==> src/rtl/core/ckpm_pkg.sv <==
package ckpm_pkg;

  localparam int unsigned ChanW = 8;
  localparam int unsigned DistW = 18;
  localparam int unsigned ModeW = 2;
  localparam int unsigned RegIdxW = 3;
  localparam int unsigned ApbAddrW = 5;
  localparam int unsigned ApbDataW = 32;

  // register map, byte address = 4 * index
  localparam logic [RegIdxW-1:0] REG_KEY_RED     = 3'd0;
  localparam logic [RegIdxW-1:0] REG_KEY_GREEN   = 3'd1;
  localparam logic [RegIdxW-1:0] REG_KEY_BLUE    = 3'd2;
  localparam logic [RegIdxW-1:0] REG_DIST_MODE   = 3'd3;
  localparam logic [RegIdxW-1:0] REG_MATCH_THRESH = 3'd4;

  localparam logic [ModeW-1:0] MODE_SAD = 2'd0;
  localparam logic [ModeW-1:0] MODE_SSD = 2'd1;
  localparam logic [ModeW-1:0] MODE_MAX = 2'd2;

  localparam logic [ChanW-1:0] ALPHA_OPAQUE = 8'd255;
  localparam logic [ChanW-1:0] ALPHA_CLEAR  = 8'd0;

  localparam logic [ChanW-1:0] KEY_RED_RST   = 8'd0;
  localparam logic [ChanW-1:0] KEY_GREEN_RST = 8'd0;
  localparam logic [ChanW-1:0] KEY_BLUE_RST  = 8'd255;
  localparam logic [ModeW-1:0] DIST_MODE_RST = MODE_SAD;
  localparam logic [DistW-1:0] THRESH_RST    = 18'd10;

  typedef struct packed {
    logic [ChanW-1:0] fg_red;
    logic [ChanW-1:0] fg_green;
    logic [ChanW-1:0] fg_blue;
    logic [ChanW-1:0] bg_red;
    logic [ChanW-1:0] bg_green;
    logic [ChanW-1:0] bg_blue;
    logic [ChanW-1:0] alpha_in;
  } ckpm_pixel_t;

  typedef struct packed {
    logic             key_match;
    logic [DistW-1:0] color_distance;
    logic [ChanW-1:0] out_red;
    logic [ChanW-1:0] out_green;
    logic [ChanW-1:0] out_blue;
    logic [ChanW-1:0] alpha_new;
    logic [ChanW-1:0] alpha_updated;
  } ckpm_result_t;

endpackage

==> src/rtl/core/ckpm_if.sv <==
interface ckpm_pixel_if;
  logic                 valid;
  logic                 ready;
  ckpm_pkg::ckpm_pixel_t data;

  modport source (output valid, output data, input ready);
  modport sink   (input valid, input data, output ready);
endinterface

interface ckpm_result_if;
  logic                  valid;
  logic                  ready;
  ckpm_pkg::ckpm_result_t data;

  modport source (output valid, output data, input ready);
  modport sink   (input valid, input data, output ready);
endinterface

==> src/rtl/core/chroma_key_pixel_matcher.sv <==
// Channel | Dir | Payload                                    | Handshake
// pixel   | in  | fg rgb, bg rgb, alpha_in                   | valid/ready
// result  | out | match, distance, composite rgb, two alphas  | valid/ready
// apb     | in  | key rgb, distance mode, threshold          | psel/penable, pready=1
//
// Two register stages: input register, then result register.
// One request per cycle sustained while result is ready; distance math sits between the two stages.
// rst (sync, high) empties both stages and restores register defaults.
// A stall on result backs up into pixel.ready only when both stages hold data.
module chroma_key_pixel_matcher (
  input  logic                          clk,
  input  logic                          rst,
  ckpm_pixel_if.sink                    pixel,
  ckpm_result_if.source                 result,
  input  logic                          psel,
  input  logic                          penable,
  input  logic                          pwrite,
  input  logic [ckpm_pkg::ApbAddrW-1:0] paddr,
  input  logic [ckpm_pkg::ApbDataW-1:0] pwdata,
  output logic [ckpm_pkg::ApbDataW-1:0] prdata,
  output logic                          pready
);
  import ckpm_pkg::*;

  logic [ChanW-1:0] key_red;
  logic [ChanW-1:0] key_green;
  logic [ChanW-1:0] key_blue;
  logic [ModeW-1:0] distance_mode;
  logic [DistW-1:0] match_threshold;

  logic                 pix_valid;
  ckpm_pixel_t          pix;
  logic                 res_valid;
  ckpm_result_t         res;
  ckpm_result_t         res_next;
  logic                 res_adv;
  logic                 in_ready;
  logic [RegIdxW-1:0]   reg_idx;
  logic                 cfg_we;

  function automatic logic [ChanW-1:0] abs_gap(input logic [ChanW-1:0] a,
                                               input logic [ChanW-1:0] b);
    abs_gap = (a > b) ? (a - b) : (b - a);
  endfunction

  // configuration port
  assign pready  = 1'b1;
  assign reg_idx = paddr[ApbAddrW-1:2];
  assign cfg_we  = psel && penable && pwrite;

  always_ff @(posedge clk) begin
    if (rst) begin
      key_red         <= KEY_RED_RST;
      key_green       <= KEY_GREEN_RST;
      key_blue        <= KEY_BLUE_RST;
      distance_mode   <= DIST_MODE_RST;
      match_threshold <= THRESH_RST;
    end else if (cfg_we) begin
      unique case (reg_idx)
        REG_KEY_RED:      key_red         <= pwdata[ChanW-1:0];
        REG_KEY_GREEN:    key_green       <= pwdata[ChanW-1:0];
        REG_KEY_BLUE:     key_blue        <= pwdata[ChanW-1:0];
        REG_DIST_MODE:    distance_mode   <= pwdata[ModeW-1:0];
        REG_MATCH_THRESH: match_threshold <= pwdata[DistW-1:0];
        default: ;
      endcase
    end
  end

  always_comb begin
    unique case (reg_idx)
      REG_KEY_RED:      prdata = {{(ApbDataW-ChanW){1'b0}}, key_red};
      REG_KEY_GREEN:    prdata = {{(ApbDataW-ChanW){1'b0}}, key_green};
      REG_KEY_BLUE:     prdata = {{(ApbDataW-ChanW){1'b0}}, key_blue};
      REG_DIST_MODE:    prdata = {{(ApbDataW-ModeW){1'b0}}, distance_mode};
      REG_MATCH_THRESH: prdata = {{(ApbDataW-DistW){1'b0}}, match_threshold};
      default:          prdata = '0;
    endcase
  end

  // pipeline control
  assign res_adv      = !res_valid || result.ready;
  assign in_ready     = !pix_valid || res_adv;
  assign pixel.ready  = in_ready;
  assign result.valid = res_valid;
  assign result.data  = res;

  always_ff @(posedge clk) begin
    if (rst) begin
      pix_valid <= 1'b0;
      res_valid <= 1'b0;
    end else begin
      if (in_ready) pix_valid <= pixel.valid;
      if (res_adv)  res_valid <= pix_valid;
    end
  end

  always_ff @(posedge clk) begin
    if (in_ready && pixel.valid) pix <= pixel.data;
    if (res_adv && pix_valid)    res <= res_next;
  end

  // distance and composite
  always_comb begin
    logic [ChanW-1:0]   dr, dg, db, dmax;
    logic [2*ChanW-1:0] sr, sg, sb;
    logic [DistW-1:0]   distance;
    logic               hit;

    dr   = abs_gap(pix.fg_red,   key_red);
    dg   = abs_gap(pix.fg_green, key_green);
    db   = abs_gap(pix.fg_blue,  key_blue);
    sr   = dr * dr;
    sg   = dg * dg;
    sb   = db * db;
    dmax = (dr > dg) ? dr : dg;
    dmax = (dmax > db) ? dmax : db;

    unique case (distance_mode)
      MODE_SAD: distance = DistW'(dr) + DistW'(dg) + DistW'(db);
      MODE_SSD: distance = DistW'(sr) + DistW'(sg) + DistW'(sb);
      MODE_MAX: distance = DistW'(dmax);
      default:  distance = '0;
    endcase

    hit = distance <= match_threshold;

    res_next.key_match      = hit;
    res_next.color_distance = distance;
    res_next.out_red        = hit ? pix.bg_red   : pix.fg_red;
    res_next.out_green      = hit ? pix.bg_green : pix.fg_green;
    res_next.out_blue       = hit ? pix.bg_blue  : pix.fg_blue;
    res_next.alpha_new      = hit ? ALPHA_CLEAR  : ALPHA_OPAQUE;
    res_next.alpha_updated  = hit ? ALPHA_CLEAR  : pix.alpha_in;
  end

endmodule

==> src/flat_wrapper.sv <==
// flat-port wrapper written by rule: the top's interface ports become plain ports
module chroma_key_pixel_matcher_flat import ckpm_pkg::*;
  (clk, rst, psel, penable, pwrite, paddr, pwdata, prdata, pready, pixel_valid, pixel_data, pixel_ready, result_valid, result_data, result_ready);
  ckpm_pixel_if pixel_i ();
  ckpm_result_if result_i ();
  input  logic clk;
  input  logic rst;
  input  logic psel;
  input  logic penable;
  input  logic pwrite;
  input  logic [ckpm_pkg::ApbAddrW-1:0] paddr;
  input  logic [ckpm_pkg::ApbDataW-1:0] pwdata;
  output logic [ckpm_pkg::ApbDataW-1:0] prdata;
  output logic pready;
  input wire logic [$bits(pixel_i.valid)-1:0] pixel_valid;
  input wire logic [$bits(pixel_i.data)-1:0] pixel_data;
  output wire logic [$bits(pixel_i.ready)-1:0] pixel_ready;
  output wire logic [$bits(result_i.valid)-1:0] result_valid;
  output wire logic [$bits(result_i.data)-1:0] result_data;
  input wire logic [$bits(result_i.ready)-1:0] result_ready;
  assign pixel_i.valid = pixel_valid;
  assign pixel_i.data = pixel_data;
  assign pixel_ready = pixel_i.ready;
  assign result_valid = result_i.valid;
  assign result_data = result_i.data;
  assign result_i.ready = result_ready;
  chroma_key_pixel_matcher u_core (.clk(clk), .rst(rst), .pixel(pixel_i), .result(result_i), .psel(psel), .penable(penable), .pwrite(pwrite), .paddr(paddr), .pwdata(pwdata), .prdata(prdata), .pready(pready));
endmodule
==> config.mk <==
export PLATFORM = sky130hd
export DESIGN_NAME = chroma_key_pixel_matcher_flat
export DESIGN_NICKNAME = d
export VERILOG_FILES = /design/src/rtl/core/ckpm_pkg.sv /design/src/rtl/core/ckpm_if.sv /design/src/rtl/core/chroma_key_pixel_matcher.sv /design/src/flat_wrapper.sv
export SDC_FILE = /design/constraint.sdc
export NUM_CORES = 1
export LEC_CHECK = 0
export ABC_AREA = 1
export BUFFER_PORTS_ARGS = -buffer_cell sky130_fd_sc_hd__clkbuf_2
export CORE_MARGIN = 3
export CORE_UTILIZATION = 61
export DETAILED_ROUTE_END_ITERATION = 7
export HOLD_SLACK_MARGIN = 0.15
export PLACE_DENSITY = 0.8
export SLEW_MARGIN = 20
export SYNTH_ARGS = -nofsm -noshare
export SYNTH_HDL_FRONTEND = slang
export SYNTH_SLANG_ARGS = --single-unit
==> constraint.sdc <==
create_clock -name clk -period 11.95 [get_ports clk]
set_clock_uncertainty 0.05 [all_clocks]
set_input_delay 3.585 -clock clk [delete_from_list [all_inputs] [get_ports clk]]
set_output_delay 3.585 -clock clk [all_outputs]
set_load 0.02 [all_outputs]
# After elaboration in Yosys (flattened, before gate mapping)
# Cells that the tools add are included.
totals:
  reg_bits: 161
  in_bits: 100
  out_inout_bits: 94
  wordCells: 72
op_classes:
  addsub: 10
  mul: 3
  order_cmp: 6
  eq_ne: 6
  n_mux: 11
  n_reduce_logical: 15
ops:
  columns: ["operator", "count"]
  rows:
  - ["$pmux W18 S5", 1]
  - ["$mux W8", 9]
  - ["$pmux W18 S3", 1]
  - ["$mul A8 B8 Y16", 3]
  - ["$sub A8 B8 Y8", 6]
  - ["$gt A8 B8 Y1", 5]
  - ["$add A18 B16 Y18", 1]
  - ["$add A18 B8 Y18", 1]
  - ["$le A18 B18 Y1", 1]
  - ["$add A16 B16 Y17", 1]
  - ["$reduce_and A2 Y1", 5]
  - ["$add A8 B8 Y9", 1]
  - ["$eq A3 B2 Y1 const B", 2]
  - ["$logic_and A1 B1 Y1", 4]
  - ["$eq A3 B1 Y1 const B", 1]
  - ["$eq A3 B3 Y1 const B", 1]
  - ["$logic_not A3 Y1", 1]
  - ["$eq A2 B1 Y1 const B", 1]
  - ["$eq A2 B2 Y1 const B", 1]
  - ["$logic_not A1 Y1", 2]
  - ["$logic_not A2 Y1", 1]
  - ["$logic_or A1 B1 Y1", 2]

# Longest topological paths before layout
depth:
  word_depth: 9
  ltp_mapped: 58
  ltp_nobuf: 56

# Worst setup path after synthesis
# No wires, ideal clock.
synth_path:
  path_type: "reg-to-reg"
  from: "reg u_core.pix[48] (netlist name)"
  to: "reg u_core.res, in the netlist u_core.result.data[19] (data pin)"
  setup_ps: 264
  arrival_time_ps: 10210
  required_time_ps: 11636
  setup_slack_ps: 1426
  path_stages_with_launch: 53
  n_path_buf: 1
  period_less_slack_ps: 10524
  cell_sequence: "edfxtp_1 -> inv_1 -> ha_1 -> inv_1 -> fa_1 -> nand2_1 -> nand2_1 -> nand2_1 -> nand2_1 -> nand2_2 -> inv_2 -> nand2_1 -> nand2_1 -> inv_1 -> nand2_1 -> fa_1 -> fa_1 -> inv_1 -> [... 17 more ...] -> ha_1 -> a21oi_1 -> o21ai_0 -> a21oi_1 -> nor2_1 -> nor2_1 -> xor2_1 -> nor2_1 -> ha_1 -> nand2_1 -> inv_1 -> o21ai_0 -> a21oi_1 -> nor2_1 -> nand3_1 -> nand2_1 -> clkbuf_1 -> o21ai_0"
synth_lines:
  columns: ["item", "line_no", "text"]
  rows:
  - ["start, declared", "chroma_key_pixel_matcher.sv:32", "ckpm_pixel_t pix;"]
  - ["start signal, assigned", "chroma_key_pixel_matcher.sv:99", "if (in_ready && pixel.valid) pix <= pixel.data;"]
  - ["end signal, assigned", "chroma_key_pixel_matcher.sv:100", "if (res_adv && pix_valid) res <= res_next;"]
  - ["end, declared", "chroma_key_pixel_matcher.sv:34", "ckpm_result_t res;"]

==> run_results.csv <==
group,metric,value,unit
run_status,status,"completed",
synthesis,syn-cell-area,15800,um2
grt,gr-total-overflow,0,
place,dpl.cell_count,2425,
grt,gr-usage-met3,5.51,%
drt,viasPerCell,5.41,
floorplan,die_w,167,um
synthesis,yosys-top-cells-count,"inv_1 (404), nand2_1 (400), ha_1 (187)",
finish,instances_no_fill,2464,
grt,grt-busiest-layer,"met2",
worst_setup_path,startpoint_type,"flop",
drt,drcViolationCount,0,
timing,finalSetupViolCount,0,
place,gp_congestion,0.981,
floorplan,row_count,58,
worst_setup_path,worstPathRequired,12060,ps
cts,clk_latency,430,ps
grt,grt_use_total,29.7,%
drt,post_drt_wl_per_cell,16.8,um
drt,dr.pass1.iters,6,
finish,multiInputGateArea,10000,um2
cts,cts_tree,"done",
hold_path,hold_path.class,"flop to flop",
worst_setup_path,critPathMaxStageDelay,580,ps
timing,drv_slew,0,
synthesis,synth_cell_types,49,
finish,regArea,4160,um2
timing,max-slew-margin-rel,48.0,%
timing,hold_viol_final,0,
synthesis,netlist_instances,1954,
grt,grt_pass1_wl,66.9,mm
timing,fmax,87.3,MHz
drt,wirelength,41.4,mm
timing,max_slew.worst_pin.slew,780,ps
finish,synthToLayoutAreaGrowth,12.6,%
timing,min_period_over_period,95.9,%
place,portBuffers,162,
worst_setup_path,end_kind,"flop",
floorplan,die_area,27900,um2
cts,clkTransAtPathRegs,70,ps
synthesis,yosysTopAreaCellShare,20.5,%
timing,period_needed,11460,ps
grt,grt_max_degree,57,
flow_run,drv_cap,0,
floorplan,num_io_pins,194,
worst_setup_path,critPathMaxFanout,11,
worst_setup_path,path_class,"flop to flop",
grt,grtUsageMet2,48.8,%
place,dp_hpwl,33.3,mm
cts,clock_path_buffers,2,
synthesis,yosysMostFrequentCell,"inv_1",
synthesis,yosysWarnings,0,
synthesis,avgSynthCellArea,8.08,um2
drt,ant_nets,0,
finish,final_nets,2532,
cts,cts_inserted_buffers,17,
synthesis,synthTopCellsByArea,"edfxtp_1 (21%), fa_1 (16%), ha_1 (15%), inv_1 (9.6%), nand2_1 (9.5%)",
timing,setup_ws,489,ps
drt,drt_iter0_markers,1074,
worst_setup_path,slowest_stage,"fa_1",
synthesis,ys_ff_latch,154,
synthesis,yosys_most_used_dff,"edfxtp_1",
timing,fin_tns_setup,0,ps
cts,htree_levels,4,
floorplan,core,25300,um2
grt,antenna_found_initial,1,
place,placed_area,16900,um2
cts,root_buffer,"clkbuf_16",
synthesis,synth-edff-count,108,
finish,filler_cell_count,2013,
finish,drive_above_1_share,15.0,%
synthesis,yosysSeqAreaShare,26.4,%
floorplan,start_util,62.4,%
cts,cts_sinks,154,
drt,via_count,13300,
worst_setup_path,worst_ep_arrival_time,11570,ps
grt,grt_pass1_vias,13300,
place,post-place-ws,154,ps
synthesis,synth_top_cell_by_area,"edfxtp_1",
grt,use_met1,40.7,%
cts,cts_hold_buf,0,
synthesis,async_flop_share,0,%
floorplan,die_h,167,um
worst_setup_path,path_common_cell,"inv_1",
finish,fin_area,17800,um2
-- final cells by class --
cell class	count	area share [%]
clock buffer	17	2.39
sequential	154	23.4
antenna	1	0.0141
inverter	416	8.80
multi-input combinational	1347	56.4
timing repair buffer	184	5.80
clock inverter	15	0.894
tap	330	2.32
-- worst max-delay path: cells and delay by family, from the launching register on --
kind,cells,cell delay (ps)
compound gates,9,1730
simple gates,11,1360
xor+xnor,1,210
flops,1,420
fa+ha+maj,14,6280
buf+inv,12,1120
-- cells by family (layout without fill, tap and decap cells) --
family                     count (synthesis)  count (layout)  synth area share (%)
xor gates and xnor gates                  49              49                  2.72
other                                      2              16                0.0476
muxes                                      1               1                0.0634
and+or+nand+nor                          708             709                  19.1
adders and majority gates                312             312                  30.7
DFF                                      154             154                  26.4
buffers and inverters                    467             632                  11.8
AOI/OAI and AO/OA                        261             261                  9.21
-- stage by stage --
step                      hold WS, ps  util [%]
final                             452      70.2
after global routing              478      70.2
after CTS                         450      69.0
after detailed placement          440      66.7
after global placement            430      66.7
after floorplan                   395         -
-- final timing paths --
path / start / endpoint / slack, ps / cells after the start
max: u_core.pix[46] / u_core.result.data[33] / 490 / 47
min: u_core.key_green[3] / u_core.key_green[3] / 450 / 2
max reg2reg: u_core.pix[46] / u_core.result.data[33] / 490 / 47
min reg2reg: u_core.key_green[3] / u_core.key_green[3] / 450 / 2
-- cells in the final DEF, fill, tap and decap left out, types with 32 or more instances in the layout --
master    synthesis  final
edfxtp_1        108    108
nand2_1         400    390
nand3_1          78     76
dfxtp_1          46     46
o21ai_0          96     93
ha_1            187    183
a21oi_1         120    115
inv_1           404    398
nor2_1          155    149
clkbuf_2          0    162
xor2_1           32     32
fa_1            125    124
-- timing repair --
action	in CTS	in global routing
gates resized for setup	0	57
buffers inserted	0	3
endpoints found under the setup margin	0	34
-- flip-flops by register name, summed over array words and instances (netlist names) --
name,count
u_core.result.data,52
u_core.match_threshold,18
u_core.pix,56
u_core.key_red,8
u_core.key_blue,8
u_core.result.valid,1
u_core.key_green,8
u_core.distance_mode,2
u_core.pix_valid,1
-- layer usage --
metal  up-vias  wire length [um]
li1       6449                 -
met2       529             19600
met1      6275             17400
met4         0              1060
met5         -                 0
met3        71              3300
Power is left out: the tool's default activity adds up to more than one toggle a clock period on the data nets, which glitch-free logic cannot reach.
